### src/hw/rtl/bmip_pkg.sv
`timescale 1ns / 1ps
// ============================================================================
// bmip_pkg
// Shared types, widths and constants of the bidirectional incremental PID
// speed controller.
// ============================================================================
package bmip_pkg;

    // channel count and speed sample width
    localparam int MOTORS      = 2;
    localparam int SPEED_WIDTH = 16;

    // arithmetic widths
    localparam int GAIN_W  = 16;
    localparam int FRAC_W  = 8;
    localparam int E_W     = SPEED_WIDTH + 1;
    localparam int D1_W    = E_W + 1;
    localparam int D2_W    = E_W + 2;
    localparam int DUTY_W  = 24;
    localparam int STEP_W  = 24;
    localparam int MA_W    = GAIN_W + 1;
    localparam int MB_W    = (D2_W > DUTY_W + 1) ? D2_W : DUTY_W + 1;
    localparam int LO_W    = MB_W - 1;
    localparam int S_W     = D2_W + GAIN_W + 2;
    localparam int HI_W    = S_W - LO_W;
    localparam int ACC_W   = S_W + GAIN_W + 2;
    localparam int CMP_W   = 16;
    localparam int CFG_IDX_W = 3;

    // decay factor 243/256 and drop-out floor of 50 duty units
    localparam logic [7:0]        DECAY_MUL   = 8'd243;
    localparam logic [DUTY_W-1:0] DECAY_FLOOR = DUTY_W'(50 * 256);

    // direction pin patterns (bit 0 forward, bit 1 reverse)
    localparam logic [1:0] PINS_FWD = 2'b01;
    localparam logic [1:0] PINS_REV = 2'b10;

    // configuration register indexes
    typedef enum logic [CFG_IDX_W-1:0] {
        CFG_KP        = 3'd0,
        CFG_KI_DT     = 3'd1,
        CFG_KD_DT     = 3'd2,
        CFG_MAX_STEP  = 3'd3,
        CFG_MIN_STEP  = 3'd4,
        CFG_MAX_DUTY  = 3'd5,
        CFG_DEAD_BAND = 3'd6
    } t_cfg_idx;

    typedef struct packed {
        logic        [15:0] kp;
        logic        [15:0] ki_dt;
        logic        [15:0] kd_dt;
        logic signed [15:0] max_step;
        logic signed [15:0] min_step;
        logic        [15:0] max_duty;
        logic        [15:0] dead_band;
    } t_cfg;

    // request payloads
    typedef struct packed {
        logic               motor;
        logic signed [15:0] target_speed;
        logic signed [15:0] measured_speed;
        logic               signal_lost;
    } t_in_item;

    typedef struct packed {
        logic        motor_out;
        logic [15:0] compare;
        logic        drive_a;
        logic        drive_b;
    } t_out_item;

    // last driven direction
    typedef enum logic [1:0] {
        DIR_NONE = 2'd0,
        DIR_FWD  = 2'd1,
        DIR_REV  = 2'd2
    } t_dir;

    // multiply-accumulate commands
    typedef enum logic [2:0] {
        MAC_HOLD,
        MAC_LOAD,
        MAC_MULADD,
        MAC_MUL,
        MAC_MUL_HI
    } t_mac_cmd;

    typedef struct packed {
        t_mac_cmd                 cmd;
        logic signed [MA_W-1:0]   a;
        logic signed [MB_W-1:0]   b;
        logic signed [ACC_W-1:0]  load;
    } t_mac_req;

    // sequencer states
    typedef enum logic [3:0] {
        ST_IDLE,
        ST_PREP,
        ST_KI,
        ST_KD,
        ST_KP_HI,
        ST_KP_LO,
        ST_CLAMP,
        ST_DUTY,
        ST_DECAY,
        ST_DECAY_FIN,
        ST_EMIT
    } t_state;

endpackage

### src/hw/rtl/bmip_mac.sv
`timescale 1ns / 1ps
// ============================================================================
// bmip_mac
// Shared signed multiply-accumulate unit, one product per cycle, driven by
// the controller sequencer.
// ============================================================================
module bmip_mac import bmip_pkg::*; (
    input  logic                    i_clk,
    input  t_mac_req                i_req,
    output logic signed [ACC_W-1:0] o_acc
);

    logic signed [ACC_W-1:0]       r_acc;
    logic signed [ACC_W-1:0]       n_acc;
    logic signed [MA_W+MB_W-1:0]   w_prod;

    // single shared multiplier
    assign w_prod = $signed(i_req.a) * $signed(i_req.b);

    // accumulator update
    always_comb begin
        case (i_req.cmd)
            MAC_HOLD:   n_acc = r_acc;
            MAC_LOAD:   n_acc = i_req.load;
            MAC_MULADD: n_acc = r_acc + ACC_W'(w_prod);
            MAC_MUL:    n_acc = ACC_W'(w_prod);
            MAC_MUL_HI: n_acc = ACC_W'(w_prod) <<< LO_W;
            default:    n_acc = r_acc;
        endcase
    end

    always_ff @(posedge i_clk) begin
        r_acc <= n_acc;
    end

    assign o_acc = r_acc;

endmodule

### src/hw/rtl/bmip_regs.sv
`timescale 1ns / 1ps
// ============================================================================
// bmip_regs
// Configuration register file: gains, step clamps, duty limit and dead band.
// ============================================================================
module bmip_regs import bmip_pkg::*; (
    input  logic                 i_clk,
    input  logic                 i_rst_n,
    input  logic                 i_cfg_valid,
    output logic                 o_cfg_ready,
    input  logic [CFG_IDX_W-1:0] i_cfg_index,
    input  logic [15:0]          i_cfg_data,
    output t_cfg                 o_cfg
);

    t_cfg r_cfg;

    // writes are always taken
    assign o_cfg_ready = 1'b1;

    // register write decode, unknown indexes are dropped
    always_ff @(posedge i_clk) begin
        if (!i_rst_n) begin
            r_cfg.kp        <= 16'd1024;
            r_cfg.ki_dt     <= 16'd1024;
            r_cfg.kd_dt     <= 16'd0;
            r_cfg.max_step  <= 16'sd200;
            r_cfg.min_step  <= -16'sd200;
            r_cfg.max_duty  <= 16'd1000;
            r_cfg.dead_band <= 16'd0;
        end else if (i_cfg_valid) begin
            case (t_cfg_idx'(i_cfg_index))
                CFG_KP:        r_cfg.kp        <= i_cfg_data;
                CFG_KI_DT:     r_cfg.ki_dt     <= i_cfg_data;
                CFG_KD_DT:     r_cfg.kd_dt     <= i_cfg_data;
                CFG_MAX_STEP:  r_cfg.max_step  <= $signed(i_cfg_data);
                CFG_MIN_STEP:  r_cfg.min_step  <= $signed(i_cfg_data);
                CFG_MAX_DUTY:  r_cfg.max_duty  <= i_cfg_data;
                CFG_DEAD_BAND: r_cfg.dead_band <= i_cfg_data;
                default: begin
                end
            endcase
        end
    end

    assign o_cfg = r_cfg;

endmodule

### src/hw/rtl/bidirectional_motor_inc_pid.sv
`timescale 1ns / 1ps
// ============================================================================
// bidirectional_motor_inc_pid
// Incremental PID speed controller for up to two bidirectional motors, with
// per-direction duty accumulators, step clamping and idle decay.
// ============================================================================
// Usage:
//   Input channel (i_in_valid / o_in_ready / i_in_item) takes one control
//   tick: motor, signed target and measured speed, signal-lost flag.
//   Output channel (o_out_valid / i_out_ready / o_out_item) returns the PWM
//   compare value and direction pins for that motor, at most one per tick.
//   Config channel (i_cfg_valid / o_cfg_ready / i_cfg_index / i_cfg_data)
//   writes the gains and limits; write only while no tick is in flight.
// Sequencing:
//   One tick at a time. A driving tick uses the single shared
//   multiply-accumulate unit, which runs the integral, derivative and two
//   proportional partial products in turn, followed by a clamp step and a
//   duty update step; a decaying tick runs a decay multiply and a duty
//   update, a signal-lost tick goes straight to the result, and a tick
//   with no result returns to idle.
// Reset and stall:
//   Synchronous active-low reset clears all per-motor state and loads the
//   default register values. A stalled receiver holds the result register;
//   a new tick is still accepted and waits in its final cycle until the
//   held result has been taken.
// ============================================================================
module bidirectional_motor_inc_pid import bmip_pkg::*; (
    input  logic                 i_clk,
    input  logic                 i_rst_n,
    input  logic                 i_in_valid,
    output logic                 o_in_ready,
    input  t_in_item             i_in_item,
    output logic                 o_out_valid,
    input  logic                 i_out_ready,
    output t_out_item            o_out_item,
    input  logic                 i_cfg_valid,
    output logic                 o_cfg_ready,
    input  logic [CFG_IDX_W-1:0] i_cfg_index,
    input  logic [15:0]          i_cfg_data
);

    // configuration
    t_cfg w_cfg;

    bmip_regs u_regs (
        .i_clk       (i_clk),
        .i_rst_n     (i_rst_n),
        .i_cfg_valid (i_cfg_valid),
        .o_cfg_ready (o_cfg_ready),
        .i_cfg_index (i_cfg_index),
        .i_cfg_data  (i_cfg_data),
        .o_cfg       (w_cfg)
    );

    // shared arithmetic unit
    t_mac_req                w_mac_req;
    logic signed [ACC_W-1:0] w_acc;

    bmip_mac u_mac (
        .i_clk (i_clk),
        .i_req (w_mac_req),
        .o_acc (w_acc)
    );

    // control and per-motor state
    t_state                   r_state, n_state;
    logic                     r_out_valid, n_out_valid;
    logic signed [SPEED_WIDTH-1:0] r_prev_target [MOTORS];
    logic signed [SPEED_WIDTH-1:0] n_prev_target [MOTORS];
    logic signed [E_W-1:0]    r_err1 [MOTORS];
    logic signed [E_W-1:0]    n_err1 [MOTORS];
    logic signed [E_W-1:0]    r_err2 [MOTORS];
    logic signed [E_W-1:0]    n_err2 [MOTORS];
    logic [DUTY_W-1:0]        r_fwd_duty [MOTORS];
    logic [DUTY_W-1:0]        n_fwd_duty [MOTORS];
    logic [DUTY_W-1:0]        r_rev_duty [MOTORS];
    logic [DUTY_W-1:0]        n_rev_duty [MOTORS];
    t_dir                     r_last_dir [MOTORS];
    t_dir                     n_last_dir [MOTORS];
    logic [1:0]               r_pins [MOTORS];
    logic [1:0]               n_pins [MOTORS];

    // working payload registers
    t_in_item                 r_item, n_item;
    t_out_item                r_out_item, n_out_item;
    t_dir                     r_dir, n_dir;
    logic signed [E_W-1:0]    r_e, n_e;
    logic signed [D2_W-1:0]   r_d2, n_d2;
    logic [LO_W-1:0]          r_s_lo, n_s_lo;
    logic signed [STEP_W-1:0] r_step, n_step;
    logic [CMP_W-1:0]         r_cmp, n_cmp;
    logic [1:0]               r_out_pins, n_out_pins;

    // error terms of the current tick
    logic                          w_in_range;
    logic signed [SPEED_WIDTH-1:0] w_tgt, w_meas, w_prev;
    logic                          w_block;
    logic signed [E_W-1:0]         w_abs_tgt, w_abs_meas, w_e;
    logic signed [D1_W-1:0]        w_d1;
    logic signed [D2_W-1:0]        w_d2;

    assign w_in_range = (32'(r_item.motor) < MOTORS);
    assign w_tgt      = r_item.target_speed[SPEED_WIDTH-1:0];
    assign w_meas     = r_item.measured_speed[SPEED_WIDTH-1:0];
    assign w_prev     = r_prev_target[r_item.motor];
    assign w_block    = ((w_prev > 0) && (w_tgt < 0)) || ((w_prev < 0) && (w_tgt > 0));
    assign w_abs_tgt  = (w_tgt < 0) ? -E_W'(w_tgt) : E_W'(w_tgt);
    assign w_abs_meas = (w_meas < 0) ? -E_W'(w_meas) : E_W'(w_meas);
    assign w_e        = w_abs_tgt - w_abs_meas;
    assign w_d1       = D1_W'(w_e) - D1_W'(r_err1[r_item.motor]);
    assign w_d2       = D2_W'(w_e) - (D2_W'(r_err1[r_item.motor]) <<< 1)
                      + D2_W'(r_err2[r_item.motor]);

    // step clamp, max first then min
    logic signed [ACC_W-1:0] w_st, w_hi_lim, w_lo_lim, w_st_c1, w_st_c2;

    assign w_st     = w_acc >>> FRAC_W;
    assign w_hi_lim = ACC_W'($signed({w_cfg.max_step, 8'h00}));
    assign w_lo_lim = ACC_W'($signed({w_cfg.min_step, 8'h00}));
    assign w_st_c1  = (w_st > w_hi_lim) ? w_hi_lim : w_st;
    assign w_st_c2  = (w_st_c1 < w_lo_lim) ? w_lo_lim : w_st_c1;

    // duty update and limit
    logic [DUTY_W-1:0]        w_duty_cur;
    logic signed [DUTY_W+1:0] w_sum, w_top, w_lim1, w_lim2;
    logic [DUTY_W-1:0]        w_duty_new;
    logic [CMP_W:0]           w_cmp_sum;

    assign w_duty_cur = (r_dir == DIR_FWD) ? r_fwd_duty[r_item.motor]
                                           : r_rev_duty[r_item.motor];
    assign w_sum      = $signed({2'b00, w_duty_cur}) + (DUTY_W+2)'(r_step);
    assign w_top      = $signed({2'b00, w_cfg.max_duty, 8'h00});
    assign w_lim1     = (w_sum >= w_top) ? w_top : w_sum;
    assign w_lim2     = (w_lim1 <= 0) ? '0 : w_lim1;
    assign w_duty_new = w_lim2[DUTY_W-1:0];
    assign w_cmp_sum  = {1'b0, w_duty_new[DUTY_W-1:FRAC_W]} + {1'b0, w_cfg.dead_band};

    // idle decay result
    logic signed [ACC_W-1:0] w_dec;
    logic [DUTY_W-1:0]       w_dec_duty;

    assign w_dec      = w_acc >>> FRAC_W;
    assign w_dec_duty = (w_dec[DUTY_W-1:0] < DECAY_FLOOR) ? '0 : w_dec[DUTY_W-1:0];

    // sequencer next state and datapath control
    always_comb begin
        n_state       = r_state;
        n_out_valid   = r_out_valid && !i_out_ready;
        n_prev_target = r_prev_target;
        n_err1        = r_err1;
        n_err2        = r_err2;
        n_fwd_duty    = r_fwd_duty;
        n_rev_duty    = r_rev_duty;
        n_last_dir    = r_last_dir;
        n_pins        = r_pins;
        n_item        = r_item;
        n_out_item    = r_out_item;
        n_dir         = r_dir;
        n_e           = r_e;
        n_d2          = r_d2;
        n_s_lo        = r_s_lo;
        n_step        = r_step;
        n_cmp         = r_cmp;
        n_out_pins    = r_out_pins;
        w_mac_req.cmd  = MAC_HOLD;
        w_mac_req.a    = $signed({1'b0, w_cfg.kp});
        w_mac_req.b    = '0;
        w_mac_req.load = ACC_W'(w_d1) <<< FRAC_W;

        case (r_state)
            ST_IDLE: begin
                if (i_in_valid) begin
                    n_item  = i_in_item;
                    n_state = ST_PREP;
                end
            end

            // setpoint selection and error history
            ST_PREP: begin
                if (!w_in_range) begin
                    n_state = ST_IDLE;
                end else if (r_item.signal_lost) begin
                    n_cmp      = '0;
                    n_out_pins = r_pins[r_item.motor];
                    n_state    = ST_EMIT;
                end else if (!w_block && (w_tgt != 0)) begin
                    n_prev_target[r_item.motor] = w_tgt;
                    n_err2[r_item.motor] = r_err1[r_item.motor];
                    n_err1[r_item.motor] = w_e;
                    n_e            = w_e;
                    n_d2           = w_d2;
                    w_mac_req.cmd  = MAC_LOAD;
                    if (w_tgt > 0) begin
                        n_dir = DIR_FWD;
                        n_last_dir[r_item.motor] = DIR_FWD;
                        n_rev_duty[r_item.motor] = '0;
                        n_pins[r_item.motor]     = PINS_FWD;
                        n_out_pins               = PINS_FWD;
                    end else begin
                        n_dir = DIR_REV;
                        n_last_dir[r_item.motor] = DIR_REV;
                        n_fwd_duty[r_item.motor] = '0;
                        n_pins[r_item.motor]     = PINS_REV;
                        n_out_pins               = PINS_REV;
                    end
                    n_state = ST_KI;
                end else begin
                    if (!w_block) begin
                        n_prev_target[r_item.motor] = w_tgt;
                    end
                    case (r_last_dir[r_item.motor])
                        DIR_FWD: begin
                            n_dir = DIR_FWD;
                            n_rev_duty[r_item.motor] = '0;
                            n_pins[r_item.motor]     = PINS_FWD;
                            n_out_pins               = PINS_FWD;
                            n_state                  = ST_DECAY;
                        end
                        DIR_REV: begin
                            n_dir = DIR_REV;
                            n_fwd_duty[r_item.motor] = '0;
                            n_pins[r_item.motor]     = PINS_REV;
                            n_out_pins               = PINS_REV;
                            n_state                  = ST_DECAY;
                        end
                        default: begin
                            n_state = ST_IDLE;
                        end
                    endcase
                end
            end

            // integral term
            ST_KI: begin
                w_mac_req.cmd = MAC_MULADD;
                w_mac_req.a   = $signed({1'b0, w_cfg.ki_dt});
                w_mac_req.b   = MB_W'(r_e);
                n_state       = ST_KD;
            end

            // derivative term
            ST_KD: begin
                w_mac_req.cmd = MAC_MULADD;
                w_mac_req.a   = $signed({1'b0, w_cfg.kd_dt});
                w_mac_req.b   = MB_W'(r_d2);
                n_state       = ST_KP_HI;
            end

            // proportional gain, upper part of the sum
            ST_KP_HI: begin
                w_mac_req.cmd = MAC_MUL_HI;
                w_mac_req.b   = MB_W'($signed(w_acc[S_W-1:LO_W]));
                n_s_lo        = w_acc[LO_W-1:0];
                n_state       = ST_KP_LO;
            end

            // proportional gain, lower part of the sum
            ST_KP_LO: begin
                w_mac_req.cmd = MAC_MULADD;
                w_mac_req.b   = $signed({1'b0, r_s_lo});
                n_state       = ST_CLAMP;
            end

            ST_CLAMP: begin
                n_step  = w_st_c2[STEP_W-1:0];
                n_state = ST_DUTY;
            end

            ST_DUTY: begin
                if (r_dir == DIR_FWD) begin
                    n_fwd_duty[r_item.motor] = w_duty_new;
                end else begin
                    n_rev_duty[r_item.motor] = w_duty_new;
                end
                n_cmp   = w_cmp_sum[CMP_W] ? '1 : w_cmp_sum[CMP_W-1:0];
                n_state = ST_EMIT;
            end

            // duty times 243
            ST_DECAY: begin
                w_mac_req.cmd = MAC_MUL;
                w_mac_req.a   = $signed({{(MA_W-8){1'b0}}, DECAY_MUL});
                w_mac_req.b   = MB_W'({1'b0, w_duty_cur});
                n_state       = ST_DECAY_FIN;
            end

            ST_DECAY_FIN: begin
                if (r_dir == DIR_FWD) begin
                    n_fwd_duty[r_item.motor] = w_dec_duty;
                end else begin
                    n_rev_duty[r_item.motor] = w_dec_duty;
                end
                n_cmp   = w_dec_duty[DUTY_W-1:FRAC_W];
                n_state = ST_EMIT;
            end

            // hand the result to the output register once it is free
            ST_EMIT: begin
                if (!r_out_valid || i_out_ready) begin
                    n_out_item.motor_out = r_item.motor;
                    n_out_item.compare   = r_cmp;
                    n_out_item.drive_a   = r_out_pins[0];
                    n_out_item.drive_b   = r_out_pins[1];
                    n_out_valid          = 1'b1;
                    n_state              = ST_IDLE;
                end
            end

            default: begin
                n_state = ST_IDLE;
            end
        endcase
    end

    // control and per-motor state registers
    always_ff @(posedge i_clk) begin
        if (!i_rst_n) begin
            r_state     <= ST_IDLE;
            r_out_valid <= 1'b0;
            for (int i = 0; i < MOTORS; i++) begin
                r_prev_target[i] <= '0;
                r_err1[i]        <= '0;
                r_err2[i]        <= '0;
                r_fwd_duty[i]    <= '0;
                r_rev_duty[i]    <= '0;
                r_last_dir[i]    <= DIR_NONE;
                r_pins[i]        <= '0;
            end
        end else begin
            r_state       <= n_state;
            r_out_valid   <= n_out_valid;
            r_prev_target <= n_prev_target;
            r_err1        <= n_err1;
            r_err2        <= n_err2;
            r_fwd_duty    <= n_fwd_duty;
            r_rev_duty    <= n_rev_duty;
            r_last_dir    <= n_last_dir;
            r_pins        <= n_pins;
        end
    end

    // working payload registers
    always_ff @(posedge i_clk) begin
        r_item     <= n_item;
        r_out_item <= n_out_item;
        r_dir      <= n_dir;
        r_e        <= n_e;
        r_d2       <= n_d2;
        r_s_lo     <= n_s_lo;
        r_step     <= n_step;
        r_cmp      <= n_cmp;
        r_out_pins <= n_out_pins;
    end

    assign o_in_ready  = (r_state == ST_IDLE);
    assign o_out_valid = r_out_valid;
    assign o_out_item  = r_out_item;

endmodule

### config.mk
export PLATFORM = sky130hd
export DESIGN_NAME = bidirectional_motor_inc_pid
export DESIGN_NICKNAME = d
export VERILOG_FILES = /design/src/hw/rtl/bmip_pkg.sv /design/src/hw/rtl/bmip_mac.sv /design/src/hw/rtl/bmip_regs.sv /design/src/hw/rtl/bidirectional_motor_inc_pid.sv
export SDC_FILE = /design/constraint.sdc
export NUM_CORES = 2
export LEC_CHECK = 0
export ABC_CLOCK_PERIOD_IN_PS = 11260
export BUFFER_PORTS_ARGS = -buffer_cell sky130_fd_sc_hd__buf_2
export CAP_MARGIN = 25
export CORE_UTILIZATION = 50
export DETAILED_ROUTE_END_ITERATION = 6
export HOLD_SLACK_MARGIN = 0.1
export PLACE_DENSITY = 0.66
export SYNTH_ARGS = -nofsm -noshare
export SYNTH_HDL_FRONTEND = slang
export SYNTH_SLANG_ARGS = --single-unit
export TNS_END_PERCENT = 1
### constraint.sdc
create_clock -name i_clk -period 11.26 [get_ports i_clk]
set_input_delay 1.126 -clock i_clk [delete_from_list [all_inputs] [get_ports i_clk]]
set_output_delay 1.126 -clock i_clk [all_outputs]
set_load 0.02 [all_outputs]
==> results.json <==
{
  "status": "finished clean",
  "path_depth": 38,
  "r2r_slack_ns": 0.53,
  "chipWidth_um": 308,
  "max_cap_viol_count": 0,
  "synth_common_cells": "nand2_1, inv_1, fa_1, nor2_1, a21oi_1",
  "synthTopCellsByArea": "fa_1, dfxtp_1, edfxtp_1, ha_1, nand2_1",
  "instances_no_fill": 6608,
  "crit_path_frequent_cell": "fa_1",
  "cts-htree-levels": 2,
  "async_flop_share_pct": 0,
  "coreArea_um2": 92100,
  "arrival_ns": 11.15,
  "skew_ns": 0.0740,
  "p_total_mw": 11.2,
  "layout_min_cycle_time_ns": 10.73,
  "start_kind": "flip-flop",
  "worst_pin_slew_ns": 1.05,
  "vias": 39099,
  "die_h_um": 308,
  "timing.final.crit_share_pct": 95.3,
  "syn_area_um2": 46700,
  "drive_above_1_share_pct": 9.81,
  "firstDrtPassIters": 7,
  "ys_ff_latch": 533,
  "netlist-cell-type-count": 98,
  "cpPeakStageDelay_ns": 0.61,
  "fillers": 8244,
  "routed_wl_um": 148000,
  "antenna_found_initial": 1,
  "clkSinkCount": 533,
  "cts_hold_buf": 0,
  "cts_tree": "yes",
  "grt_pass1_vias": 37711,
  "grt_first_pass_wirelength_um": 227000,
  "drc": 0,
  "worstPathMaxFanout": 16,
  "fmax_mhz": 93.2,
  "grtUsageTotal_pct": 31.3,
  "io-pin-count": 80,
  "whs_ns": 0.417,
  "clk_latency_ns": 0.68,
  "crit_slowest_cell": "mux4_2",
  "antenna_left": 0,
  "p_per_area_nw_per_um2": 218,
  "synth_top_area_share_pct": 17.7,
  "hold_violations": 0,
  "clkSlewWorstSetupHoldPaths_ns": 0.06,
  "cts_buffer_depth": 3,
  "tns_ns": 0,
  "routed_via_density": 5.92,
  "dp_hpwl_um": 116000,
  "p_leak_nw": 22.5,
  "fin_ws_ns": 0.528,
  "grt_max_degree": 107,
  "row_count": 111,
  "min_delay_path_depth": 0,
  "clock-root-buffer": "clkbuf_16",
  "multi_input_area_um2": 31000,
  "drv_slew": 0,
  "start_util_pct": 50.8,
  "dpl.cell_count": 6479,
  "end_kind": "flip-flop",
  "synth_edf_count": 212,
  "synth_fp_nets": 6068,
  "cts_buffers": 58,
  "hp-class": "reg2reg",
  "ff2ff_path_depth": 38,
  "wl_per_cell_um": 22.3,
  "synth_area_leader_cell": "fa_1",
  "areaGrowthSynthToFinish_pct": 9.99,
  "grt_overflow_total": 0,
  "place.gp.congestion": 1.02,
  "regArea_um2": 12800,
  "synth_flop_cell": "dfxtp_1",
  "finalNetCount": 6132,
  "worst_path_dominant_cell_family": "adder cells",
  "die_area_um2": 94700,
  "required_ns": 11.67,
  "portBuffers": 78,
  "yosys.cell_count.top_type": "nand2_1",
  "setup_viol": 0,
  "peakVddDrop_mv": 0.193,
  "cp.buffers_inverters": 7,
  "critPathKind": "reg2reg",
  "avgSynthCellArea_um2": 8.90,
  "slew_headroom_pct": 30.0,
  "synth_seq_area_share_pct": 27.4,
  "netlist_instances": 5250,
  "place_ws_ns": 0.104,
  "drtIter0Drc": 4226,
  "ys_warn_count": 0
}
registers in the layout, indices dropped and copies added, names as in the netlist, named ones only:
| name | cells |
|---|---|
| u_regs.o_cfg | 112 |
| u_mac.o_acc | 55 |
| r_fwd_duty | 48 |
| r_rev_duty | 48 |
| r_err1 | 34 |
| r_err2 | 34 |
| r_prev_target | 32 |
| r_s_lo | 24 |
| r_step | 24 |
| o_out_item | 19 |
| r_d2 | 19 |
| r_e | 17 |
| r_cmp | 16 |
| w_meas | 16 |
| w_tgt | 16 |
| r_state | 4 |
| r_dir | 2 |
| r_item | 2 |
| r_out_pins | 2 |
| o_out_valid | 1 |
metrics by stage:
step	utilization [%]	instance area, um^2
6_report	55.8	51400
5_1_grt	55.8	51400
4_1_cts	55.5	51100
3_5_place_dp	53.3	49100
3_3_place_gp	53.1	48900
2_1_floorplan	-	46700
layout make-up:
cell class,count,area share [%]
timing repair buffer,238,3.48
clock inverter,38,0.866
inverter,610,4.47
multi-input combinational,3873,60.2
clock buffer,72,3.04
antenna,1,0.00487
tap,1243,3.02
sequential,533,24.9
worst paths after layout:
kind / from / endpoint
setup reg to reg: r_item[33]$_DFFE_PP_ / u_mac.o_acc[54]$_DFFE_PP_
hold / removal: r_cmp[7]$_SDFFCE_PP0P_ / o_out_item[9]$_DFFE_PP_
setup / recovery: r_item[33]$_DFFE_PP_ / u_mac.o_acc[54]$_DFFE_PP_
hold reg to reg: r_cmp[7]$_SDFFCE_PP0P_ / o_out_item[9]$_DFFE_PP_
worst reg2reg max path, delay by kind of cell (launching register included):
kind            cells  cell delay, ns
simple gates        8            1.36
fa+ha+maj           8            3.85
flops               1            0.45
xor+xnor            2            0.45
mux                 1            0.61
compound gates     12            2.88
buf+inv             7            0.88
report_power, final:
part / internal [mW] / total [mW] / switching, mW
sequential: 2.50 / 2.76 / 0.265
clock: 1.16 / 2.04 / 0.881
combinational: 2.47 / 6.40 / 3.94
cells by family after synthesis:
logic type	Yosys count	share of synthesized area, %
fa+ha+maj	760	27.0
buf+inv	844	6.86
mux	135	3.67
compound gates	1166	16.2
other cells	1	0.00802
simple gates	1635	15.6
flops	533	27.4
xor+xnor	176	3.30
cell usage in the layout (no fill, tap or decap), types with 43 or more instances in the layout:
| cell type | n |
|---|---|
| a21o_1 | 97 |
| nor2_1 | 384 |
| nor2b_1 | 63 |
| a21oi_1 | 377 |
| xnor2_1 | 122 |
| nand4_1 | 44 |
| o21ai_0 | 244 |
| buf_2 | 77 |
| nand3_1 | 101 |
| mux2i_1 | 61 |
| clkbuf_16 | 58 |
| nand2_1 | 751 |
| buf_4 | 144 |
| nor3_1 | 58 |
| a22oi_1 | 56 |
| nand2b_1 | 43 |
| ha_1 | 347 |
| fa_1 | 413 |
| edfxtp_1 | 212 |
| xor2_1 | 54 |
| inv_1 | 608 |
| dfxtp_1 | 320 |
timing repair:
item / 4_1_cts / 5_1_grt
setup buffers: 0 / 12
gates resized for setup: 0 / 40
setup endpoints to repair: 0 / 19
metal layers:
| layer | part of all wire, % | global-route usage [%] | vias to the layer above | wire [um] |
|---|---|---|---|---|
| li1 | - | - | 18017 | - |
| met1 | 44 | 44.7 | 19062 | 64300 |
| met2 | 43 | 47.1 | 1730 | 63300 |
| met3 | 9.4 | 5.86 | 290 | 13800 |
| met4 | 4.2 | 11.6 | 0 | 6140 |
| met5 | 0 | 0 | - | 0 |
Note: power is estimated with default switching activity, not from simulation.
